--- config.mk ---
export PLATFORM = sky130hd
export DESIGN_NAME = rma_queue
export DESIGN_NICKNAME = d
export VERILOG_FILES = /design/src/rtl/core/rma_pkg.sv /design/src/rtl/core/rma_queue.sv
export VERILOG_INCLUDE_DIRS = /design/src /design/src/rtl/core
export SDC_FILE = /design/constraint.sdc
export NUM_CORES = 1
export LEC_CHECK = 0
export BUFFER_PORTS_ARGS = -buffer_cell sky130_fd_sc_hd__buf_2
export CORE_MARGIN = 2
export CORE_UTILIZATION = 55
export DETAILED_ROUTE_END_ITERATION = 8
export GPL_ROUTABILITY_DRIVEN = 0
export PLACE_DENSITY = 0.77
export RECOVER_POWER = 25
export SYNTH_ARGS = -nofsm -noshare
export SYNTH_HDL_FRONTEND = slang
export SYNTH_SLANG_ARGS = --single-unit
--- constraint.sdc ---
create_clock -name clk -period 2.9 [get_ports clk]
set_clock_uncertainty 0.15 [all_clocks]
set_input_delay 0.435 -clock clk [delete_from_list [all_inputs] [get_ports clk]]
set_output_delay 0.435 -clock clk [all_outputs]
set_load 0.02 [all_outputs]
--- src/rtl/core/rectified_moving_average_core_assert.svh ---
// Assertion macros for the rectified moving average core
`ifndef RECTIFIED_MOVING_AVERAGE_CORE_ASSERT_SVH
`define RECTIFIED_MOVING_AVERAGE_CORE_ASSERT_SVH
`ifndef SYNTHESIS
`define RMA_ASSERT(label, ante, cons, msg) \
  label: assert property (@(posedge clk) disable iff (!rst_n) (ante) |-> (cons)) \
    else $error(msg);
`define RMA_ASSERT_NEXT(label, ante, cons, msg) \
  label: assert property (@(posedge clk) disable iff (!rst_n) (ante) |=> (cons)) \
    else $error(msg);
`else
`define RMA_ASSERT(label, ante, cons, msg)
`define RMA_ASSERT_NEXT(label, ante, cons, msg)
`endif
`endif

--- src/rtl/core/rma_pkg.sv ---
// Shared constants, types and width helpers for the moving average core
`default_nettype none
package rma_pkg;

  localparam int MAX_WINDOW_DEF  = 64;
  localparam int SAMPLE_BITS_DEF = 16;
  localparam int CFG_W           = 7;
  localparam int WINDOW_RESET    = 16;
  localparam int QUEUE_DEPTH     = 4;

  typedef enum logic [0:0] {
    OP_VALUE = 1'b0,
    OP_ZERO  = 1'b1
  } rma_op_t;

  function automatic int win_width(int max_window);
    return $clog2(max_window + 1);
  endfunction

  function automatic int sum_width(int max_window, int sample_bits);
    return sample_bits + $clog2(max_window);
  endfunction

  function automatic int cnt_width(int max_window);
    return $clog2((max_window >> 1) + 1);
  endfunction

  function automatic int cmd_width(int max_window, int sample_bits);
    return 2 + cnt_width(max_window) + sum_width(max_window, sample_bits);
  endfunction

endpackage
`default_nettype wire

--- src/rtl/core/rma_queue.sv ---
// Short command queue between the front and back ends
`default_nettype none
module rma_queue
  import rma_pkg::*;
#(
  parameter int WIDTH = 8,
  parameter int DEPTH = QUEUE_DEPTH,
  localparam int PTR_W = (DEPTH > 1) ? $clog2(DEPTH) : 1,
  localparam int CNT_W = $clog2(DEPTH + 1)
) (
  input  logic             clk,
  input  logic             rst_n,
  input  logic             push,
  input  logic [WIDTH-1:0] push_data,
  output logic             full,
  input  logic             pop,
  output logic [WIDTH-1:0] pop_data,
  output logic             empty
);
`include "rectified_moving_average_core_assert.svh"

  logic [WIDTH-1:0] mem_r [DEPTH];
  logic [PTR_W-1:0] wptr_r, wptr_nxt;
  logic [PTR_W-1:0] rptr_r, rptr_nxt;
  logic [CNT_W-1:0] cnt_r, cnt_nxt;
  logic             do_push;
  logic             do_pop;

  assign full     = (cnt_r == CNT_W'(DEPTH));
  assign empty    = (cnt_r == '0);
  assign pop_data = mem_r[rptr_r];
  assign do_push  = push && !full;
  assign do_pop   = pop && !empty;

  always_comb begin
    wptr_nxt = wptr_r;
    rptr_nxt = rptr_r;
    cnt_nxt  = cnt_r;
    if (do_push) begin
      wptr_nxt = (wptr_r == PTR_W'(DEPTH - 1)) ? '0 : wptr_r + PTR_W'(1);
    end
    if (do_pop) begin
      rptr_nxt = (rptr_r == PTR_W'(DEPTH - 1)) ? '0 : rptr_r + PTR_W'(1);
    end
    if (do_push && !do_pop) begin
      cnt_nxt = cnt_r + CNT_W'(1);
    end else if (do_pop && !do_push) begin
      cnt_nxt = cnt_r - CNT_W'(1);
    end
  end

  always_ff @(posedge clk) begin
    if (!rst_n) begin
      wptr_r <= '0;
      rptr_r <= '0;
      cnt_r  <= '0;
    end else begin
      wptr_r <= wptr_nxt;
      rptr_r <= rptr_nxt;
      cnt_r  <= cnt_nxt;
    end
  end

  always_ff @(posedge clk) begin
    if (do_push) begin
      mem_r[wptr_r] <= push_data;
    end
  end

  `RMA_ASSERT(a_queue_count_bound, 1'b1, cnt_r <= CNT_W'(DEPTH), "queue count past depth")

endmodule
`default_nettype wire

* Word-level counts from Yosys, hierarchy flattened
Memories as Yosys holds them, arrays and structs flattened. A register that Yosys moved wholly into a read port is not among the register bits.
Index checks and enable logic that the tools add are counted.
** Cells by class
- Order comparisons :: 0
- Bitwise logic cells :: 0
- $add $sub $neg :: 4
- Reduce and logical (&&, ||, !) cells :: 10
- Multipliers :: 0
- Equal/unequal tests :: 3
- Mux-type cells :: 8
- Shift-type cells :: 0
- Divide/modulo/power cells :: 0
** Operator list (count)
- 2-bit two-way mux :: 4
- 3-bit two-way mux :: 2
- 2-bit by 1-bit adder with 2-bit output, second input constant :: 2
- 2-bit == test, second input constant :: 2
- 1-bit logical AND :: 4
- 1-bit logical NOT :: 4
- 3-bit by 1-bit adder with 3-bit output, second input constant :: 1
- 3-bit == test, second input constant :: 1
- 3-bit logical NOT :: 1
- 3-bit by 1-bit subtractor with 3-bit output, second input constant :: 1
- 1-bit two-way mux :: 2
- 2-bit nonzero test :: 1
** Word-level totals
- Input port bits :: 12
- Output and inout bits :: 10
- ROM bits :: 0
- Memories :: 1
- Logic and storage cells :: 29
- Memory bits (writable) :: 32
- Register bits :: 7
- Bits in latches :: 0
** Memory list
- mem_r :: depth 4, bits a word 8, rd ports 1, clocked after Yosys merged registers in 1, write ports 1, line rma_queue.sv:22 : logic [WIDTH-1:0] mem_r [DEPTH];

* Logic depth before layout (Yosys ltp)
Gate-level depths: netlist of the first run.
- Depth in word-level cells :: 7
- Mapped depth :: 9
- Depth with buffers taken out :: 8

* Worst setup path before layout of the first run
No wires, ideal clock.
- Path kind :: register to register
- Start :: reg cnt_r[0]
- End :: reg cnt_r[2]
- Library setup time :: 76 ps
- Arrival time :: 2017 ps
- Required time :: 2674 ps
- Stages on the path, launching flop included :: 8
- Clock period less this slack :: 2243 ps
- Path buffers :: 0
- Setup slack :: 657 ps
- Path through :: dfxtp_1 > o31ai_1 > ha_1 > inv_1 > fa_1 > xor2_1 > or3_1 > a21boi_0
** On the way
- Cells in the longest elaborated chain, start to end :: 6
- Elaborated cells between the ends (all ways) :: 15
- Those cells by class :: add/sub: 2; eq/ne: 1; mux: 2; reduce/logical: 10
** RTL lines
- start: declaration :: line rma_queue.sv:25 : logic [CNT_W-1:0] cnt_r, cnt_nxt;
- start signal: assignment :: line rma_queue.sv:60 : cnt_r <= cnt_nxt;
- parallel branches: the longest is 6 deep, another holds 3-bit by 1-bit subtractor with 3-bit output
Several ways; the timed one is not identified. The select of a mux whose other input is x is not followed.
A chain may end at the register's enable or synchronous reset.

* Worst setup path in the final report of the first run
Same ends and word-level chain as after synthesis.

==> impl_metrics.env, run 1 <==
export IMPL_finalMaxSlewViolations=0
export IMPL_core_area_mm2=0.002781
export IMPL_synth_area_leaders="edfxtp_1 59%, dfxtp_1 11%, mux4_2 11%, ha_1 4.6%, and2_1 1.9%"
export IMPL_worst_slew_pin_slew_ns=0.5668
export IMPL_avgSynthCellArea_um2=17.53
export IMPL_drv_cap=0
export IMPL_p_per_area_mw_per_mm2=859.0
export IMPL_holdPathStages=1
export IMPL_cts_clk_slew_worst_paths_ns=0.10
export IMPL_cp_end_kind="register"
export IMPL_max_freq_mhz=395.6
export IMPL_yosysSeqAreaShare_pct=69.99
export IMPL_cts_tree="yes"
export IMPL_rows=19
export IMPL_leakagePower_nw=0.6652
export IMPL_maxSlewHeadroom_pct=61.89
export IMPL_dieArea_mm2=0.003416
export IMPL_boundaryPins=22
export IMPL_n_fill_cell=201
export IMPL_cp_max_fo=5
export IMPL_gr_total_overflow=0
export IMPL_port_buffers=21
export IMPL_cts_resized=0
export IMPL_hold_viol_final=0
export IMPL_cts_root_buffer="clkbuf_4"
export IMPL_multi_input_area_um2=460.4
export IMPL_finalCriticalPeriod_ns=2.528
export IMPL_vias=822
export IMPL_die_h_um=58.45
export IMPL_reg2reg_to="cnt_r[2]$_SDFFE_PN0P_"
export IMPL_crit_type="register to register"
export IMPL_drt_initial_drc_count=18
export IMPL_place_hpwl_mm=1.709
export IMPL_post_drt_via_cell_ratio=5.480
export IMPL_r2r_slack_ns=0.37
export IMPL_fin_nets=137
export IMPL_grt_max_degree=14
export IMPL_areaGrowthSynthToFinish_pct=12.51
export IMPL_synthCells=93
export IMPL_dp_cells=142
export IMPL_firstDrtPassIters=4
export IMPL_timing_final_crit_share_pct=87.18
export IMPL_cts_sinks=41
export IMPL_r2r_start="cnt_r[0]$_SDFFE_PN0P_"
export IMPL_yosysTopAreaCellShare_pct=58.94
export IMPL_cp_required_ns=3.02
export IMPL_fin_cells=150
export IMPL_clock_path_buffers=2
export IMPL_antenna_found_initial=0
export IMPL_syn_area_mm2=0.001630
export IMPL_wirelength_mm=2.380
export IMPL_grt_usage_pct=15.97
export IMPL_ant_nets=0
export IMPL_yosysTopAreaCell="edfxtp_1"
export IMPL_status="finished clean"
export IMPL_clock_latency_ns=0.33
export IMPL_grt_pass1_wl_mm=3.767
export IMPL_reg2reg_depth=7
export IMPL_layout_drive_gt1_share_pct=27.73
export IMPL_wl_per_cell_um=15.87
export IMPL_synth_net_count=112
export IMPL_ys_seq_elements=41
export IMPL_finalSetupTns_ns=0
export IMPL_drc=0
export IMPL_cts_hold_buf=0
export IMPL_rsz0062_at_grt="false"
export IMPL_ys_types=23
export IMPL_ys_warn_count=0
export IMPL_finalSetupViolCount=0
export IMPL_cp_arrival_ns=2.64
export IMPL_grt_pass1_vias=796
export IMPL_ir_drop_v=0.0007404
export IMPL_cts_buffers=5
export IMPL_n_antenna_cell=0
export IMPL_die_w_um=58.45
export IMPL_min_from="push_data[7]"
export IMPL_htreeDepth=2
export IMPL_hold_path_endpoint="mem_r[3][7]$_DFFE_PP_"
export IMPL_worstHoldPathType="primary input to register"
export IMPL_start_util_pct=58.61
export IMPL_cts_setup_buffers=0
export IMPL_cp_start_kind="register"
export IMPL_ff_latch_area_mm2=0.001141
[routing by layer]
metal / global-route usage, % / part of all wire [%] / vias up
met5: 0 / 0 / -
met4: 6.977 / 0.80 / 0
met3: 5.934 / 4.8 / 2
met2: 26.65 / 52 / 20
met1: 18.46 / 43 / 401
li1: - / - / 399
[critical path: stages, from the launching register on]
cell,delay [ns]
dfxtp_1,0.39
o31ai_1,0.54
ha_1,0.31
inv_1,0.07
fa_1,0.37
xor2_1,0.16
or3_1,0.31
a21boi_0,0.16
[worst max-delay path by stage]
stage                           from                     to  slack, ns  cells past startpoint
6_report       cnt_r[0]$_SDFFE_PN0P_  cnt_r[2]$_SDFFE_PN0P_       0.37                      7
5_1_grt        cnt_r[1]$_SDFFE_PN0P_  cnt_r[2]$_SDFFE_PN0P_       0.21                      7
4_1_cts        cnt_r[0]$_SDFFE_PN0P_  cnt_r[2]$_SDFFE_PN0P_       0.34                      7
3_5_place_dp   cnt_r[0]$_SDFFE_PN0P_  cnt_r[2]$_SDFFE_PN0P_       0.39                      7
3_3_place_gp   cnt_r[0]$_SDFFE_PN0P_  cnt_r[2]$_SDFFE_PN0P_       0.58                      7
2_1_floorplan  cnt_r[0]$_SDFFE_PN0P_  cnt_r[2]$_SDFFE_PN0P_       0.66                      7
[sequential cells by signal, indices dropped and copies added, names as in the netlist, named ones only]
| name | cells |
|---|---|
| mem_r | 32 |
| wptr_r | 2 |
| cnt_r | 3 |
| rptr_r | 2 |
[cells in the mapped netlist]
cell / n
mux4_2: 8
xnor2_1: 1
dfxtp_1: 9
xor2_1: 1
edfxtp_1: 32
a21boi_0: 1
fa_1: 1
nor3_1: 1
clkbuf_1: 1
nor2b_1: 2
nor3b_2: 1
o21ai_0: 3
and2_1: 5
inv_1: 3
o31ai_1: 1
buf_2: 2
ha_1: 6
nand2_1: 6
or3_1: 1
nand3_1: 2
buf_1: 1
nor2_1: 2
mux2i_1: 3
[cells in the final DEF (no fill, tap or decap), types with 2 or more instances in the layout]
master and instances:
and2_1 5, clkbuf_4 5, dfxtp_1 9, nor2_1 2
mux4_2 8, nand3_1 2, inv_1 3, o21ai_0 3
mux2i_1 3, ha_1 6, nand2_1 6, nor2b_1 2
edfxtp_1 32, buf_2 16, clkbuf_1 6
[kinds of logic after synthesis]
logic type	Yosys count	share of synthesized area, %
flops	41	69.99
compound gates	5	1.842
mux	11	12.89
buf+inv	7	1.765
simple gates	20	6.600
fa+ha+maj	7	5.833
xor+xnor	2	1.075
[per-stage QoR]
stage	utilization, %	power (mW)	instance area [µm²]	hold WS (ns)	setup slack [ns]
global placement	63.43	1.221	1764	0.3364	0.5822
CTS	66.17	1.594	1841	0.1282	0.3388
finish	65.95	1.576	1834	0.1713	0.3719
global route	65.95	1.663	1834	0.1544	0.2124
detailed placement	63.43	1.244	1764	0.3620	0.3903
floorplan	-	1.119	1630	0.3177	0.6571
[layout make-up]
| class | instances | area share, % |
|---|---|---|
| well taps | 31 | 2.115 |
| multi-input cells | 45 | 25.10 |
| clock inverters | 2 | 1.910 |
| flip-flops and latches | 41 | 62.21 |
| inverters | 3 | 0.6139 |
| repair buffers | 22 | 5.798 |
| clock buffers | 6 | 2.251 |
[report_power, final]
group / leakage (nW) / switching [mW] / total [mW] / internal, mW
logic: 0.256 / 0.222 / 0.423 / 0.200
registers: 0.367 / 0.0790 / 0.802 / 0.723
clock network: 0.0422 / 0.171 / 0.352 / 0.181
total: 0.665 / 0.472 / 1.58 / 1.10
Note: power is estimated with default switching activity, not from simulation.
==> run 2: changes to the inputs <==
Settings changed: ABC_AREA from default to 1, CORE_UTILIZATION 55 to 50, MAX_ROUTING_LAYER from default to met4, PLACE_DENSITY 0.77 to 0.73.
Clock period 2.9 ns to 2.3 ns, I/O delays scaled along.
==> run 2 against run 1 <==
- synthesized area rose by 3.8%
- clock power fell by 5%
- worst setup slack got worse by 0.14 ns
- first-iteration DRC count rose to 2.6 times the previous value
- via count rose by 37%
- non-clock buffer count rose by 4
- critical path depth fell by 3
- largest cell class unchanged
- largest power group unchanged
==> impl_metrics.env, run 2 <==
export IMPL_cp_slowest_cell="dfxtp_1"
export IMPL_cts_resized=0
export IMPL_clock_latency_ns=0.34
export IMPL_ys_seq_elements=41
export IMPL_synth_net_count=167
export IMPL_areaGrowthSynthToFinish_pct=13.01
export IMPL_yosysSeqAreaShare_pct=67.41
export IMPL_synthCells=148
export IMPL_worstHoldPathType="primary input to register"
export IMPL_cts_sinks=41
export IMPL_cp_start_kind="register"
export IMPL_yosysTopAreaCellShare_pct=56.76
export IMPL_layout_commonest_cell="nor2_1"
export IMPL_vias=1125
export IMPL_cp_slowest_stage_delay_ns=0.54
export IMPL_leakagePower_nw=0.7714
export IMPL_n_fill_cell=290
export IMPL_rows=21
export IMPL_grt_pass1_vias=1169
export IMPL_cts_tree="yes"
export IMPL_wl_per_cell_um=13.36
export IMPL_synth_common_cells="33 x nor2_1, 32 x edfxtp_1, 18 x inv_1"
export IMPL_min_from="push_data[2]"
export IMPL_finalCriticalPeriod_ns=2.071
export IMPL_boundaryPins=22
export IMPL_n_antenna_cell=0
export IMPL_r2r_start="cnt_r[1]$_SDFFE_PN0P_"
export IMPL_cts_hold_buf=0
export IMPL_drc=0
export IMPL_post_drt_via_cell_ratio=4.978
export IMPL_max_freq_mhz=482.8
export IMPL_ant_nets=0
export IMPL_clock_path_buffers=2
export IMPL_status="finished clean"
export IMPL_cp_arrival_ns=1.58
export IMPL_synth_area_leaders="edfxtp_1 57%, dfxtp_1 11%, nor2_1 7.3%, ha_1 4.4%, o21ai_0 4.1%"
export IMPL_port_buffers=21
export IMPL_largest_register="mem_r"
export IMPL_drv_cap=0
export IMPL_finalSetupTns_ns=0
export IMPL_yosys_cell_count_top_type="nor2_1"
export IMPL_synth_edf_count=32
export IMPL_yosysTopAreaCell="edfxtp_1"
export IMPL_die_h_um=62.19
export IMPL_cp_end_kind="primary output"
export IMPL_final_area_mm2=0.001913
export IMPL_layout_common_cells="33 x nor2_1, 32 x edfxtp_1, 18 x inv_1, 15 x buf_2"
export IMPL_antenna_found_initial=0
export IMPL_grt_usage_pct=18.09
export IMPL_syn_area_mm2=0.001693
export IMPL_maxSlewHeadroom_pct=75.90
export IMPL_hold_viol_final=0
export IMPL_fin_nets=198
export IMPL_cp_max_fo=10
export IMPL_ys_types=18
export IMPL_cts_root_buffer="clkbuf_4"
export IMPL_rsz0062_at_grt="false"
export IMPL_crit_family="flip-flops"
export IMPL_ys_warn_count=0
export IMPL_largest_registers="mem_r (32), cnt_r (3)"
export IMPL_path_cells="buf_4, o21ai_0, o22ai_1, buf_2"
export IMPL_largest_register_ffs=32
export IMPL_cp_num_buf_inv=2
export IMPL_grt_pass1_wl_mm=5.092
export IMPL_place_hpwl_mm=2.066
export IMPL_gr_total_overflow=0
export IMPL_synthArstFlopShare_pct=0
export IMPL_cp_required_ns=1.80
export IMPL_avgSynthCellArea_um2=11.44
export IMPL_drt_initial_drc_count=46
export IMPL_cts_buffers=5
export IMPL_dpl_cell_area_mm2=0.001871
export IMPL_wirelength_mm=3.019
export IMPL_cts_clk_slew_worst_paths_ns=0.11
export IMPL_firstDrtPassIters=6
export IMPL_p_per_area_mw_per_mm2=1110
export IMPL_ys_flop_type="edfxtp_1"
export IMPL_layout_drive_gt1_share_pct=17.22
export IMPL_dieArea_mm2=0.003867
export IMPL_finalSetupViolCount=0
export IMPL_start_util_pct=51.54
export IMPL_finalMaxSlewViolations=0
export IMPL_die_w_um=62.19
export IMPL_core_area_mm2=0.003284
export IMPL_ir_drop_v=0.0004786
export IMPL_timing_final_crit_share_pct=90.06
export IMPL_crit_type="register to primary output"
export IMPL_worst_slew_pin_slew_ns=0.3610
export IMPL_grt_max_degree=17
export IMPL_cts_setup_buffers=0
export IMPL_htreeDepth=2
[run 2: through the flow]
step                      total power, mW  hold slack, ns  instances  setup slack [ns]  util [%]
after floorplan                     1.563          0.2939        148            0.4599         -
after global placement              1.757          0.3386        218            0.3797     56.95
after detailed placement            1.810          0.3877        218            0.2703     56.95
after CTS                           2.141         0.04850        226            0.2109     58.48
after global routing                2.291         0.05166        226           0.06901     58.25
final                               2.123         0.07584        226            0.2287     58.25
[run 2: worst paths after layout]
check	end	slack [ns]	depth (start not counted)
max	pop_data[2]	0.23	4
min	mem_r[3][2]$_DFFE_PP_	0.08	1
max reg2reg	cnt_r[1]$_SDFFE_PN0P_	0.27	9
min reg2reg	wptr_r[1]$_SDFFE_PN0P_	0.40	2
[run 2: logic make-up after synthesis]
logic type | after synthesis | share of synthesized area (%)
buf+inv | 21 | 5.543
compound gates | 28 | 9.535
flops | 41 | 67.41
fa+ha+maj | 7 | 5.617
simple gates | 51 | 11.90
[run 2: area by class of cell]
type | instances | area, µm² | area share [%]
timing repair buffer | 26 | 135.1 | 7.063
multi-input combinational | 86 | 457.9 | 23.94
clock buffer | 7 | 45.04 | 2.354
tap | 46 | 57.56 | 3.009
clock inverter | 1 | 5.005 | 0.2616
sequential | 41 | 1141 | 59.65
inverter | 19 | 71.32 | 3.728
[run 2: per-layer routing]
metal | share of wire (%) | up-vias | track usage [%]
met5 | 0 | - | -
met4 | 1.5 | 0 | 7.222
met3 | 6.2 | 6 | 5.435
met2 | 54 | 42 | 32.47
met1 | 38 | 515 | 18.48
li1 | - | 562 | -
[run 2: power breakdown]
part	leakage (nW)	switching (mW)	total, mW	internal, mW
clock	0.0293	0.215	0.334	0.119
sequential	0.368	0.0864	1.01	0.920
combinational	0.374	0.513	0.783	0.269
