## src/rtl/core/rectified_moving_average_core_assert.svh

```systemverilog
// Assertion macros for the rectified moving average core
`ifndef RECTIFIED_MOVING_AVERAGE_CORE_ASSERT_SVH
`define RECTIFIED_MOVING_AVERAGE_CORE_ASSERT_SVH
`ifndef SYNTHESIS
`define RMA_ASSERT(label, ante, cons, msg) \
  label: assert property (@(posedge clk) disable iff (!rst_n) (ante) |-> (cons)) \
    else $error(msg);
`define RMA_ASSERT_NEXT(label, ante, cons, msg) \
  label: assert property (@(posedge clk) disable iff (!rst_n) (ante) |=> (cons)) \
    else $error(msg);
`else
`define RMA_ASSERT(label, ante, cons, msg)
`define RMA_ASSERT_NEXT(label, ante, cons, msg)
`endif
`endif

```

## src/rtl/core/rma_pkg.sv

```systemverilog
// Shared constants, types and width helpers for the moving average core
`default_nettype none
package rma_pkg;

  localparam int MAX_WINDOW_DEF  = 64;
  localparam int SAMPLE_BITS_DEF = 16;
  localparam int CFG_W           = 7;
  localparam int WINDOW_RESET    = 16;
  localparam int QUEUE_DEPTH     = 4;

  typedef enum logic [0:0] {
    OP_VALUE = 1'b0,
    OP_ZERO  = 1'b1
  } rma_op_t;

  function automatic int win_width(int max_window);
    return $clog2(max_window + 1);
  endfunction

  function automatic int sum_width(int max_window, int sample_bits);
    return sample_bits + $clog2(max_window);
  endfunction

  function automatic int cnt_width(int max_window);
    return $clog2((max_window >> 1) + 1);
  endfunction

  function automatic int cmd_width(int max_window, int sample_bits);
    return 2 + cnt_width(max_window) + sum_width(max_window, sample_bits);
  endfunction

endpackage
`default_nettype wire

```

## src/rtl/core/rma_if.sv

```systemverilog
// Channel interfaces: sample input, level output and window configuration
`default_nettype none
interface rma_in_if
  import rma_pkg::*;
#(
  parameter int SAMPLE_BITS = SAMPLE_BITS_DEF
);
  logic                          valid;
  logic                          ready;
  logic signed [SAMPLE_BITS-1:0] sample;
  logic                          last_in;

  modport source (output valid, sample, last_in, input ready);
  modport sink   (input valid, sample, last_in, output ready);
endinterface

`default_nettype wire

```

## src/rtl/core/rma_ram.sv

```systemverilog
// Generic single-write, single-read RAM with registered read data
`default_nettype none
module rma_ram #(
  parameter int WIDTH = 16,
  parameter int DEPTH = 64,
  localparam int AW = (DEPTH > 1) ? $clog2(DEPTH) : 1
) (
  input  logic             clk,
  input  logic             we,
  input  logic [AW-1:0]    waddr,
  input  logic [WIDTH-1:0] wdata,
  input  logic             re,
  input  logic [AW-1:0]    raddr,
  output logic [WIDTH-1:0] rdata
);

  logic [WIDTH-1:0] mem_r [DEPTH];

  // read-first: a read and write to the same address return the old word
  always_ff @(posedge clk) begin
    if (re) begin
      rdata <= mem_r[raddr];
    end
    if (we) begin
      mem_r[waddr] <= wdata;
    end
  end

endmodule
`default_nettype wire

```

## src/rtl/core/rma_front.sv

```systemverilog
// Front end: rectify, delay line, running sum and output classification
`default_nettype none
module rma_front
  import rma_pkg::*;
#(
  parameter int MAX_WINDOW = MAX_WINDOW_DEF,
  parameter int SAMPLE_BITS = SAMPLE_BITS_DEF,
  localparam int WIN_W = win_width(MAX_WINDOW),
  localparam int SLOT_W = (MAX_WINDOW > 1) ? $clog2(MAX_WINDOW) : 1,
  localparam int SUM_W = sum_width(MAX_WINDOW, SAMPLE_BITS),
  localparam int N_W = cnt_width(MAX_WINDOW),
  localparam int CMD_W = cmd_width(MAX_WINDOW, SAMPLE_BITS)
) (
  input  logic             clk,
  input  logic             rst_n,
  rma_in_if.sink           in_ch,
  input  logic [WIN_W-1:0] win,
  input  logic             clear,
  output logic             q_push,
  output logic [CMD_W-1:0] q_data,
  input  logic             q_full
);
`include "rectified_moving_average_core_assert.svh"

  typedef struct packed {
    rma_op_t          op;
    logic             last;
    logic [N_W-1:0]   n;
    logic [SUM_W-1:0] sum;
  } cmd_t;

  logic [WIN_W-1:0]       half;
  logic [WIN_W-1:0]       twoh;
  logic                   accept;
  logic [SAMPLE_BITS-1:0] mag;
  logic [WIN_W:0]         slot_ext;
  logic [WIN_W:0]         diff;
  logic [SLOT_W-1:0]      old_slot;
  logic [WIN_W-1:0]       cnt_inc;
  logic [SAMPLE_BITS-1:0] rd_data;

  logic [SLOT_W-1:0]      slot_r, slot_nxt;
  logic [WIN_W-1:0]       count_r, count_nxt;
  logic [SUM_W-1:0]       sum_r, sum_nxt;

  logic                   b_valid_r;
  logic [SAMPLE_BITS-1:0] b_mag_r;
  logic                   b_last_r;
  logic [WIN_W-1:0]       b_count_r;
  logic                   b_old_ok_r;

  logic [SAMPLE_BITS-1:0] old_mag;
  logic [SUM_W-1:0]       sum_upd;
  logic                   need_push;
  logic                   b_go;
  cmd_t                   cmd;

  assign half = win >> 1;
  assign twoh = {half[WIN_W-2:0], 1'b0};

  assign accept      = in_ch.valid && in_ch.ready;
  assign in_ch.ready = !b_valid_r || b_go;

  assign mag = in_ch.sample[SAMPLE_BITS-1]
             ? SAMPLE_BITS'(~in_ch.sample) + SAMPLE_BITS'(1)
             : SAMPLE_BITS'(in_ch.sample);

  // slot that drops out of the window: write slot minus twice half, modulo depth
  assign slot_ext = (WIN_W + 1)'(slot_r);
  assign diff = (slot_ext >= (WIN_W + 1)'(twoh))
              ? slot_ext - (WIN_W + 1)'(twoh)
              : slot_ext + (WIN_W + 1)'(MAX_WINDOW) - (WIN_W + 1)'(twoh);
  assign old_slot = diff[SLOT_W-1:0];

  assign cnt_inc = (count_r < win) ? count_r + WIN_W'(1) : count_r;

  rma_ram #(
    .WIDTH (SAMPLE_BITS),
    .DEPTH (MAX_WINDOW)
  ) u_line (
    .clk   (clk),
    .we    (accept),
    .waddr (slot_r),
    .wdata (mag),
    .re    (accept),
    .raddr (old_slot),
    .rdata (rd_data)
  );

  always_comb begin
    slot_nxt  = slot_r;
    count_nxt = count_r;
    if (clear) begin
      slot_nxt  = '0;
      count_nxt = '0;
    end else if (accept) begin
      if (in_ch.last_in) begin
        slot_nxt  = '0;
        count_nxt = '0;
      end else begin
        slot_nxt  = (slot_r == SLOT_W'(MAX_WINDOW - 1)) ? '0 : slot_r + SLOT_W'(1);
        count_nxt = cnt_inc;
      end
    end
  end

  // entries older than this stream read as zero
  assign old_mag   = b_old_ok_r ? rd_data : '0;
  assign sum_upd   = sum_r - SUM_W'(old_mag) + SUM_W'(b_mag_r);
  assign need_push = b_last_r || (b_count_r >= half);
  assign b_go      = b_valid_r && (!need_push || !q_full);
  assign q_push    = b_go && need_push;
  assign q_data    = CMD_W'(cmd);

  always_comb begin
    cmd.sum = sum_upd;
    if (b_last_r) begin
      cmd.op   = OP_ZERO;
      cmd.last = 1'b1;
      cmd.n    = (b_count_r < half) ? N_W'(b_count_r) : N_W'(half);
    end else if (b_count_r >= twoh) begin
      cmd.op   = OP_VALUE;
      cmd.last = 1'b0;
      cmd.n    = '0;
    end else begin
      cmd.op   = OP_ZERO;
      cmd.last = 1'b0;
      cmd.n    = N_W'(1);
    end
  end

  always_comb begin
    sum_nxt = sum_r;
    if (clear) begin
      sum_nxt = '0;
    end else if (b_go) begin
      sum_nxt = b_last_r ? '0 : sum_upd;
    end
  end

  always_ff @(posedge clk) begin
    if (!rst_n) begin
      slot_r    <= '0;
      count_r   <= '0;
      sum_r     <= '0;
      b_valid_r <= 1'b0;
    end else begin
      slot_r  <= slot_nxt;
      count_r <= count_nxt;
      sum_r   <= sum_nxt;
      if (in_ch.ready) begin
        b_valid_r <= accept;
      end
    end
  end

  always_ff @(posedge clk) begin
    if (accept) begin
      b_mag_r    <= mag;
      b_last_r   <= in_ch.last_in;
      b_count_r  <= cnt_inc;
      b_old_ok_r <= (count_r >= twoh);
    end
  end

  `RMA_ASSERT(a_count_within_window, 1'b1, count_r <= win, "sample count past window")
  `RMA_ASSERT_NEXT(a_sum_cleared_at_end, b_go && b_last_r, sum_r == '0, "sum kept after last")

endmodule
`default_nettype wire

```

## src/flat_wrapper.sv

```systemverilog
// flat-port wrapper written by rule: the top's interface ports become plain ports
module rma_front_flat import rma_pkg::*;
#(
  parameter int MAX_WINDOW = MAX_WINDOW_DEF,
  parameter int SAMPLE_BITS = SAMPLE_BITS_DEF,
  localparam int WIN_W = win_width(MAX_WINDOW),
  localparam int SLOT_W = (MAX_WINDOW > 1) ? $clog2(MAX_WINDOW) : 1,
  localparam int SUM_W = sum_width(MAX_WINDOW, SAMPLE_BITS),
  localparam int N_W = cnt_width(MAX_WINDOW),
  localparam int CMD_W = cmd_width(MAX_WINDOW, SAMPLE_BITS)
)
  (clk, rst_n, win, clear, q_push, q_data, q_full, in_ch_valid, in_ch_sample, in_ch_last_in, in_ch_ready);
  rma_in_if #(.SAMPLE_BITS(SAMPLE_BITS)) in_ch_i ();
  input  logic clk;
  input  logic rst_n;
  input  logic [WIN_W-1:0] win;
  input  logic clear;
  output logic q_push;
  output logic [CMD_W-1:0] q_data;
  input  logic q_full;
  input wire logic [$bits(in_ch_i.valid)-1:0] in_ch_valid;
  input wire logic [$bits(in_ch_i.sample)-1:0] in_ch_sample;
  input wire logic [$bits(in_ch_i.last_in)-1:0] in_ch_last_in;
  output wire logic [$bits(in_ch_i.ready)-1:0] in_ch_ready;
  assign in_ch_i.valid = in_ch_valid;
  assign in_ch_i.sample = in_ch_sample;
  assign in_ch_i.last_in = in_ch_last_in;
  assign in_ch_ready = in_ch_i.ready;
  rma_front #(.MAX_WINDOW(MAX_WINDOW), .SAMPLE_BITS(SAMPLE_BITS)) u_core (.clk(clk), .rst_n(rst_n), .in_ch(in_ch_i), .win(win), .clear(clear), .q_push(q_push), .q_data(q_data), .q_full(q_full));
endmodule
```

## config.mk

```make
export PLATFORM = sky130hd
export DESIGN_NAME = rma_front_flat
export DESIGN_NICKNAME = d
export VERILOG_FILES = /design/src/rtl/core/rma_pkg.sv /design/src/rtl/core/rma_if.sv /design/src/rtl/core/rma_ram.sv /design/src/rtl/core/rma_front.sv /design/src/flat_wrapper.sv
export VERILOG_INCLUDE_DIRS = /design/src /design/src/rtl/core
export SDC_FILE = /design/constraint.sdc
export NUM_CORES = 1
export LEC_CHECK = 0
export BUFFER_PORTS_ARGS = -buffer_cell sky130_fd_sc_hd__buf_2
export CAP_MARGIN = 20
export CORE_UTILIZATION = 40
export CTS_BUF_LIST = sky130_fd_sc_hd__clkbuf_8
export CTS_CLUSTER_DIAMETER = 60
export DETAILED_ROUTE_END_ITERATION = 8
export PLACE_DENSITY = 0.61
export SKIP_CTS_REPAIR_TIMING = 1
export SYNTH_ARGS = -nofsm -noshare
export SYNTH_HDL_FRONTEND = slang
export SYNTH_SLANG_ARGS = --single-unit
```

## constraint.sdc

```tcl
create_clock -name clk -period 5.9 [get_ports clk]
set_clock_uncertainty 0.15 [all_clocks]
set_input_delay 0.295 -clock clk [delete_from_list [all_inputs] [get_ports clk]]
set_output_delay 0.295 -clock clk [all_outputs]
set_load 0.1 [all_outputs]
```

=== Word-level counts from Yosys, hierarchy flattened ===
Memories as Yosys holds them, arrays and structs flattened. A register that Yosys moved wholly into a read port is not among the register bits.
Index checks and enable logic that the tools add are counted.

* Bitwise operators: 2
* Eq/ne operators: 1
* $add $sub $neg: 8
* Mux-type cells: 13
* Reductions and logical operators: 10
* $lt $le $gt $ge: 6

{| class="wikitable"
|+ Operator list
! kind !! number
|-
| two-way mux 16 bit || 2
|-
| two-way mux 6 bit || 4
|-
| adder 22 x 16 -> 22 bit || 1
|-
| two-way mux 22 bit || 1
|-
| subtractor 22 x 16 -> 22 bit || 1
|-
| adder 16 x 2 -> 16 bit, second input constant || 1
|-
| two-way mux 8 bit || 2
|-
| inverter 16 bit || 1
|-
| >= comparator 7 bit || 2
|-
| two-way mux 7 bit || 2
|-
| adder 6 x 1 -> 6 bit, second input constant || 2
|-
| subtractor 6 bit || 2
|-
| adder 7 x 1 -> 7 bit, second input constant || 1
|-
| >= comparator 6 x 7 -> 1 bit || 1
|-
| >= comparator 7 x 6 -> 1 bit || 1
|-
| < comparator 7 x 6 -> 1 bit || 1
|-
| < comparator 7 bit || 1
|-
| equality test 6 bit, second input constant || 1
|-
| logical AND 1 bit || 3
|-
| zero test 1 bit || 3
|-
| logical OR 1 bit || 3
|-
| two-way mux 1 bit || 2
|-
| OR reduction 2 bit || 1
|-
| inverter 1 bit || 1
|}

* Memories: 1
* RAM bits: 1024
* Input port bits: 29
* Output and inout port bits: 32
* Register bits: 61
* Word-level logic and storage cells: 49

{| class="wikitable"
|+ Memories
! name !! words !! width !! rd ports !! clocked after Yosys merged registers in !! write ports !! RTL line !! RTL
|-
| u_core.u_line.mem_r || 64 || 16 || 1 || 1 || 1 || rma_ram.sv:17 || <nowiki>logic [WIDTH-1:0] mem_r [DEPTH];</nowiki>
|}

=== Depth between registers and ports, before layout ===
Gate-level depths: netlist (run 1).

* Depth in word-level cells: 9
* Gate-level depth with buffers: 14
* Mapped depth without buffers: 13

=== Hierarchy ===
Synthesis (run 1) repeated with hierarchy kept, for this count alone.

* Cell total of the unflattened synthesis: 2439
* Area total of the unflattened synthesis: 45421.1 um^2

{| class="wikitable"
|+ Modules (own cells, without submodules)
! module !! area each (um^2) !! seq. area each (um^2) !! cells an instance !! instances
|-
| rma_ram || 40202.3 || 31230.0 || 1829 || 1
|-
| rma_front || 5218.8 || 1471.4 || 610 || 1
|}

=== Worst setup path before layout (run 1) ===
No wires, ideal clock.

* Path kind: input to register
* From: input in_ch_sample[0]
* To: register u_core.b_mag_r[15], data pin
* Setup slack: 127 ps
* Data arrival time: 4747 ps
* Buffers on the path: 0
* Required time: 4874 ps
* Library setup time: 876 ps
* Cell stages on the path: 5
* Cell sequence: nor3_1 > nand2_1 > or3_1 > or4_1 > nor4_1

* Word-level cells in the longest chain between the ends: 3

{| class="wikitable"
|+ RTL lines
! element !! RTL line !! RTL
|-
| start: declaration || flat_wrapper.sv:22 || <nowiki>input wire logic [$bits(in_ch_i.sample)-1:0] in_ch_sample;</nowiki>
|-
| inverter 16 bit || rma_front.sv:65 || <nowiki>? SAMPLE_BITS'(~in_ch.sample) + SAMPLE_BITS'(1)</nowiki>
|-
| adder 16 x 2 -> 16 bit || rma_front.sv:65 ||
|-
| two-way mux 16 bit || rma_front.sv:65 ||
|-
| via u_core.mag[15] || rma_front.sv:35 || <nowiki>logic [SAMPLE_BITS-1:0] mag;</nowiki>
|-
| end signal: assignment || rma_front.sv:159 || <nowiki>b_mag_r <= mag;</nowiki>
|-
| end: declaration || rma_front.sv:47 || <nowiki>logic [SAMPLE_BITS-1:0] b_mag_r;</nowiki>
|}

The timed path passes the listed nets, and every way through them passes these cells.
A chain may end at the register's enable or synchronous reset.

=== Final worst setup path (run 1) ===
* From: register u_core.u_line.rdata[0], read port of u_core.u_line.mem_r
* To: output q_data[20]

* Word-level cells in the longest chain between the ends: 3

{| class="wikitable"
|+ RTL lines
! element !! RTL line !! RTL
|-
| start: declaration || rma_ram.sv:14 || <nowiki>output logic [WIDTH-1:0] rdata</nowiki>
|-
| two-way mux 16 bit || rma_front.sv:108 || <nowiki>assign old_mag = b_old_ok_r ? rd_data : '0;</nowiki>
|-
| subtractor 22 x 16 -> 22 bit || rma_front.sv:109 || <nowiki>assign sum_upd = sum_r - SUM_W'(old_mag) + SUM_W'(b_mag_r);</nowiki>
|-
| adder 22 x 16 -> 22 bit || rma_front.sv:109 ||
|-
| end: declaration || flat_wrapper.sv:19 || <nowiki>output logic [CMD_W-1:0] q_data;</nowiki>
|}

No other way between the ends.

==> results of run 1 <==
## cells by family after synthesis
family	synth area share (%)
flops	72.45
simple gates	4.469
mux	13.85
compound gates	3.997
buf+inv	2.140
fa+ha+maj	2.140
xor+xnor	0.9481
## flip-flops by register name, summed over array words and instances (netlist names)
| name | count |
|---|---|
| u_core.u_line.rdata | 16 |
| u_core.slot_r | 6 |
| u_core.sum_r | 22 |
| u_core.b_mag_r | 16 |
| u_core.b_last_r | 1 |
| u_core.b_count_r | 7 |
| u_core.b_old_ok_r | 1 |
| u_core.b_valid_r | 1 |
| u_core.count_r | 7 |
| u_core.u_line.mem_r | 1024 |
## power by group through the flow
stage	combinational [mW]	sequential [mW]	clock, mW
after CTS	2.26	8.79	6.19
after detailed placement	2.26	8.95	0
final	2.26	8.79	6.07
after global routing	2.38	8.79	6.51
after floorplan	1.59	8.93	0
after global placement	2.22	8.95	0
## placed cells by master, fill, tap and decap left out, types with 12 or more instances in the layout
master and n:
dfxtp_1 35, clkbuf_8 178, inv_1 145, nor2_1 102, a21oi_1 37, clkinv_1 37, mux4_2 272, buf_4 92
a31oi_1 68, fa_1 17, o21ai_0 24, nand2b_1 15, xnor2_1 21, xnor2_2 12, clkinv_2 27, a211oi_1 67
ha_1 49, nand2_1 162, and2_1 82, a21o_1 18, edfxtp_1 1065, buf_2 60
## routing by layer
layer	up-vias	part of all wire, %
li1	10140	-
met1	12520	40
met2	1061	49
met3	180	8.5
met4	6	2.5
met5	-	0.030
## path summary, 6_finish.rpt
path / end / slack, ps / from
max: q_data[20] / 730 / u_core.u_line.rdata[0]
min: u_core.b_old_ok_r / 20 / win[6]
max reg2reg: u_core.u_line.rdata[4] / 1360 / u_core.slot_r[0]
min reg2reg: u_core.sum_r[15] / 330 / u_core.sum_r[15]
## worst reg2reg max path: cells and delay by family, from the launching register on
| kind | cells | cell delay (ps) |
|---|---|---|
| and+or+nand+nor | 1 | 210 |
| DFF | 1 | 810 |
| muxes | 2 | 1180 |
| AOI/OAI and AO/OA | 2 | 1110 |
| buffers and inverters | 1 | 810 |
## through the flow
step                      setup WS [ps]  std cells  total power [mW]  hold WS [ps]
after global routing              426.9       4266             17.68         52.79
after global placement             1410       3942             11.17         312.6
final                             732.4       4267             17.13         17.43
after CTS                         673.4       4252             17.24        -492.6
after floorplan                   127.5       2420             10.52         243.9
after detailed placement           1454       3944             11.21         314.8
## final cells by class
| cell class | count | area (sq um) |
|---|---|---|
| clock inverter | 130 | 754.5 |
| sequential | 1101 | 32710 |
| inverter | 98 | 367.9 |
| antenna | 3 | 7.507 |
| clock buffer | 178 | 2450 |
| fill | 9366 | 60130 |
| multi-input combinational | 1095 | 11680 |
| timing repair buffer | 174 | 1324 |
| tap | 1488 | 1862 |
==> flow_metrics.tcl, run 1 <==
set metrics [dict create \
    worstPathCellList "and2_1, ha_1, inv_1, ha_1, fa_1, a21o_1, a21oi_1, o211ai_1, a32oi_1, o31ai_2, a221oi_2, xnor2_1, buf_2" \
    grt_pass1_wl_mm 166.1 \
    drc 0 \
    synth_most_common_cell "edfxtp_1" \
    syn_inst 2420 \
    clk_latency_ps 860 \
    cp.depth 13 \
    cpPeakStageDelay_ps 520 \
    placedInstanceArea_sq_um 47810 \
    tritoncts "yes" \
    grt-ovfl-total 0 \
    worst-path-buf-inv 2 \
    ys_seq_area_share_pct 72.45 \
    gr-usage-met1_pct 26.88 \
    antenna_found_initial 13 \
    p_comb_share_pct 13.2 \
    yosysWarnings 0 \
    core_area_sq_um 111300 \
    viasPerCell 5.602 \
    cp-end-kind "primary output" \
    netlist_area_sq_um 45130 \
    ys.flop_type "edfxtp_1" \
    worst_path_most_repeated_cell "ha_1" \
    use_met2_pct 32.73 \
    synthArstFlopShare_pct 0 \
    dieArea_sq_um 114200 \
    yosysTopAreaCell "edfxtp_1" \
    syn-mean-instance-area_sq_um 18.65 \
    grt_pass1_vias 24410 \
    vias 23900 \
    gp_congestion 0.8410 \
    critPathKind "flop to primary output" \
    pwr-share-clk_pct 35.5 \
    portBuffers 60 \
    crit_slowest_cell "edfxtp_1" \
    hold_viol 0 \
    worstPathArrival_ps 4720 \
    intPower_mw 12.37 \
    synth_area_leaders "edfxtp_1 (71%), mux4_2 (14%), dfxtp_1 (1.6%)" \
    numCtsBuffers 176 \
    fmax_mhz 193.5 \
    busiest_layer "met2" \
    synth_top_area_share_pct 70.86 \
    finalSetupViolations 0 \
    drv_cap 0 \
    synth.distinct_cells 60 \
    initial_core_util_pct 40.56 \
    grt_use_met3_pct 5.246 \
    cts_root_buf "clkbuf_8" \
    p_leak_nw 16.62 \
    critPathMaxFanout 4 \
    whs_path_depth 5 \
    synth_nets 2516 \
    min_period_ps 5168 \
    slew_violations 0 \
    cts_buffer_depth 3 \
    die_h_um 337.9 \
    pwr-share-seq_pct 51.3 \
    period_share_pct 87.59 \
    dp_hpwl_mm 67.82 \
    fp.dieW_um 337.9 \
    ys_seq_elements 1101 \
    htree_num_levels 4 \
    p_per_area_nw_per_um2 334.9 \
    ant_nets 0 \
    slew_headroom_pct 23.89 \
    final_nets 2742 \
    drtPass1Iterations 6 \
    drive_above_1_share_pct 25.00 \
    ios 61 \
    p_sw_share_pct 27.79 \
    final_util_pct 45.97 \
    routed_wl_mm 114.6 \
    tightest_slew_ps 1135 \
    rows 122 \
    start_kind "flop" \
    setup_tns_ps 0 \
    avgRoutedWirePerCell_um 26.87 \
    critPathTopFamily "compound AO/OA/AOI/OAI gates" \
    synth_edf_count 1065 \
    max-vdd-ir-drop_uv 228.2 \
    drt-initial-drc-count 2360 \
    grt_max_degree 129 \
    track_usage_pct 20.30 \
    power.switching_mw 4.761 \
    areaGrowthSynthToFinish_pct 13.34 \
    rsz0062_at_grt "no" \
    ys_top_cells_by_count "edfxtp_1 (1,065), mux4_2 (272), nand2_1 (162), nor2_1 (104), inv_1 (98)" \
    reg2reg_depth 6 \
    hp-class "input port to flop" \
    design_area_sq_um 51150 \
    clk_pin_slew_ps 60 \
    cp_data_required_time_ps 5450 \
    cts.sinks 1101 \
    outcome "finished clean" \
]
(Power assumes the default switching activity.)
==> run 2, diff against run 1 <==
--- a/config.mk
+++ b/config.mk
@@ -8,12 +8,14 @@
 export LEC_CHECK = 0
 export BUFFER_PORTS_ARGS = -buffer_cell sky130_fd_sc_hd__buf_2
 export CAP_MARGIN = 20
-export CORE_UTILIZATION = 40
+export CORE_UTILIZATION = 45
 export CTS_BUF_LIST = sky130_fd_sc_hd__clkbuf_8
 export CTS_CLUSTER_DIAMETER = 60
 export DETAILED_ROUTE_END_ITERATION = 8
-export PLACE_DENSITY = 0.61
+export HOLD_SLACK_MARGIN = 0.03
+export PLACE_DENSITY = 0.66
 export SKIP_CTS_REPAIR_TIMING = 1
+export SLEW_MARGIN = 30
 export SYNTH_ARGS = -nofsm -noshare
 export SYNTH_HDL_FRONTEND = slang
 export SYNTH_SLANG_ARGS = --single-unit
==> run 2 against run 1 <==
Worst setup slack improved by 44 ps. Count of clock-buffer cells in the layout fell by 3. Die area is 11% lower. Combinational power about the same. Register-to-register slack improved by 80 ps. Clock power decreased by 1%. First-iteration DRC count up 7.8%. Sequential power is essentially flat. Worst hold slack improved by 25 ps. Sequential cell count stayed put. Critical path depth stayed put. Wire length down 5.8%. Critical path type unchanged. Critical endpoint unchanged. Largest power group unchanged. Highest routed layer unchanged.
==> flow_metrics.tcl, run 2 (synthesized netlist as in run 1, its figures left out) <==
set metrics [dict create \
    outcome "finished clean" \
    fp.dieW_um 318.7 \
    initial_core_util_pct 45.66 \
    critPathTopFamily "compound AO/OA/AOI/OAI gates" \
    drt-initial-drc-count 2543 \
    hold_viol 0 \
    layout_common_cells "edfxtp_1 (1,065), mux4_2 (272), clkbuf_8 (175)" \
    largest_reg_flops 1024 \
    nFillCells 7703 \
    critPathKind "flop to primary output" \
    max_flop_register "u_core.u_line.mem_r" \
    cp_data_required_time_ps 5450 \
    reg2reg_depth 8 \
    drive_above_1_share_pct 24.70 \
    dp_hpwl_mm 64.95 \
    rsz0062_at_grt "no" \
    tritoncts "yes" \
    cp.depth 13 \
    final_nets 2749 \
    ant_nets 0 \
    grt-ovfl-total 0 \
    worstPathCellList "and2_1, ha_1, inv_1, ha_1, fa_1, a21o_1, a21oi_1, o211ai_1, a32oi_1, o31ai_2, a221oi_2, xnor2_1, buf_2" \
    slew_violations 0 \
    critPathCapture "q_data[20]" \
    hp-class "input port to flop" \
    drv_cap 0 \
    avgRoutedWirePerCell_um 26.51 \
    r2r-start "u_core.b_count_r[4]" \
    worstPathArrival_ps 4680 \
    core_area_sq_um 98850 \
    worst-path-buf-inv 2 \
    reg_top3 "u_core.u_line.mem_r x1024, u_core.sum_r x22" \
    critPathMaxFanout 16 \
    multiInputGateArea_sq_um 11690 \
    cts_root_buf "clkbuf_8" \
    grt_pass1_vias 24080 \
    dp_cells 3754 \
    track_usage_pct 21.43 \
    worst_path_most_repeated_cell "ha_1" \
    viasPerCell 5.846 \
    die_h_um 318.7 \
    clk_pin_slew_ps 60 \
    min_period_ps 5123 \
    final_common_cell "edfxtp_1" \
    htree_num_levels 4 \
    setup_tns_ps 0 \
    grt_pass1_wl_mm 159.9 \
    critPathLaunch "u_core.b_old_ok_r" \
    drc 0 \
    period_share_pct 86.84 \
    portBuffers 60 \
    rows 115 \
    crit_slowest_cell "edfxtp_1" \
    antenna_found_initial 7 \
    cts_buffer_depth 3 \
    vias 23820 \
    finalSetupViolations 0 \
    drtPass1Iterations 5 \
    max-vdd-ir-drop_uv 280.5 \
    use_met2_pct 34.11 \
    numCtsBuffers 174 \
    fin_hold_ws_ps 42.60 \
    gr-usage-met1_pct 29.90 \
    final_cell_count_no_fill 4074 \
    start_kind "flop" \
    ios 61 \
    areaGrowthSynthToFinish_pct 12.84 \
    cts.sinks 1101 \
    rr_endpoint "u_core.u_line.mem_r[3][14]" \
    gp_congestion 0.9014 \
    p_per_area_nw_per_um2 333.9 \
    cpPeakStageDelay_ps 520 \
    p_leak_nw 16.64 \
    busiest_layer "met2" \
    fmax_mhz 195.2 \
    slew_headroom_pct 32.70 \
    totalPowerFinal_mw 17.01 \
    grt_use_met3_pct 4.286 \
    tightest_slew_ps 1006 \
    dieArea_sq_um 101600 \
    clk_latency_ps 860 \
    seqCellArea_sq_um 32710 \
    grt_max_degree 128 \
    cp-end-kind "primary output" \
    whs_path_depth 6 \
    r2r_slack_ps 1440 \
    routed_wl_mm 108.0 \
]
run 2: cell types whose count changed in the layout (fill, tap and decap cells not counted), sizes merged:
cell / change
buf: +11
bufinv: -2
clkbuf: -3
clkinv: -3
clkinvlp: -1
diode: -1
dlygate4sd3: -2
inv: +9
run 2: worst min-delay path, delay by kind of cell:
kind	cells	cell delay, ps
buf+inv	3	400
compound gates	2	160
simple gates	1	100
run 2: worst min path at each step:
stage,start,to,slack (ps)
after floorplan,in_ch_last_in,u_core.b_last_r,240
after global placement,u_core.sum_r[15],u_core.sum_r[15],310
after detailed placement,u_core.sum_r[13],u_core.sum_r[13],320
after CTS,rst_n,u_core.b_valid_r,-470
after global routing,q_full,u_core.sum_r[21],60
final,q_full,u_core.sum_r[21],40
run 2: cell type report:
cell class                 count  share of cell area [%]
sequential                  1101                   64.21
multi-input combinational   1095                   22.95
clock buffer                 175                   4.729
tap                         1287                   3.162
timing repair buffer         183                   2.707
clock inverter               133                   1.503
inverter                      98                  0.7223
antenna                        2                0.009827
run 2: power by group:
group | switching (mW) | internal [mW] | total [mW]
sequential | 0.0359 | 8.74 | 8.78
combinational | 1.66 | 0.579 | 2.24
clock | 3.04 | 2.95 | 5.99
total | 4.74 | 12.3 | 17.0
run 2: through the flow:
step | setup slack [ps] | instance area, sq um | util [%]
2_1_floorplan | 127.5 | 45130 | -
3_3_place_gp | 1392 | 47640 | 48.19
3_5_place_dp | 1410 | 47650 | 48.20
4_1_cts | 715.9 | 50820 | 51.41
5_1_grt | 534.3 | 50930 | 51.52
6_report | 776.7 | 50930 | 51.52
run 2: per-layer routing:
layer	wire length, um	share of wire [%]
met1	44450	41
met2	52500	49
met3	8514	7.9
met4	2526	2.3
met5	13	0.012
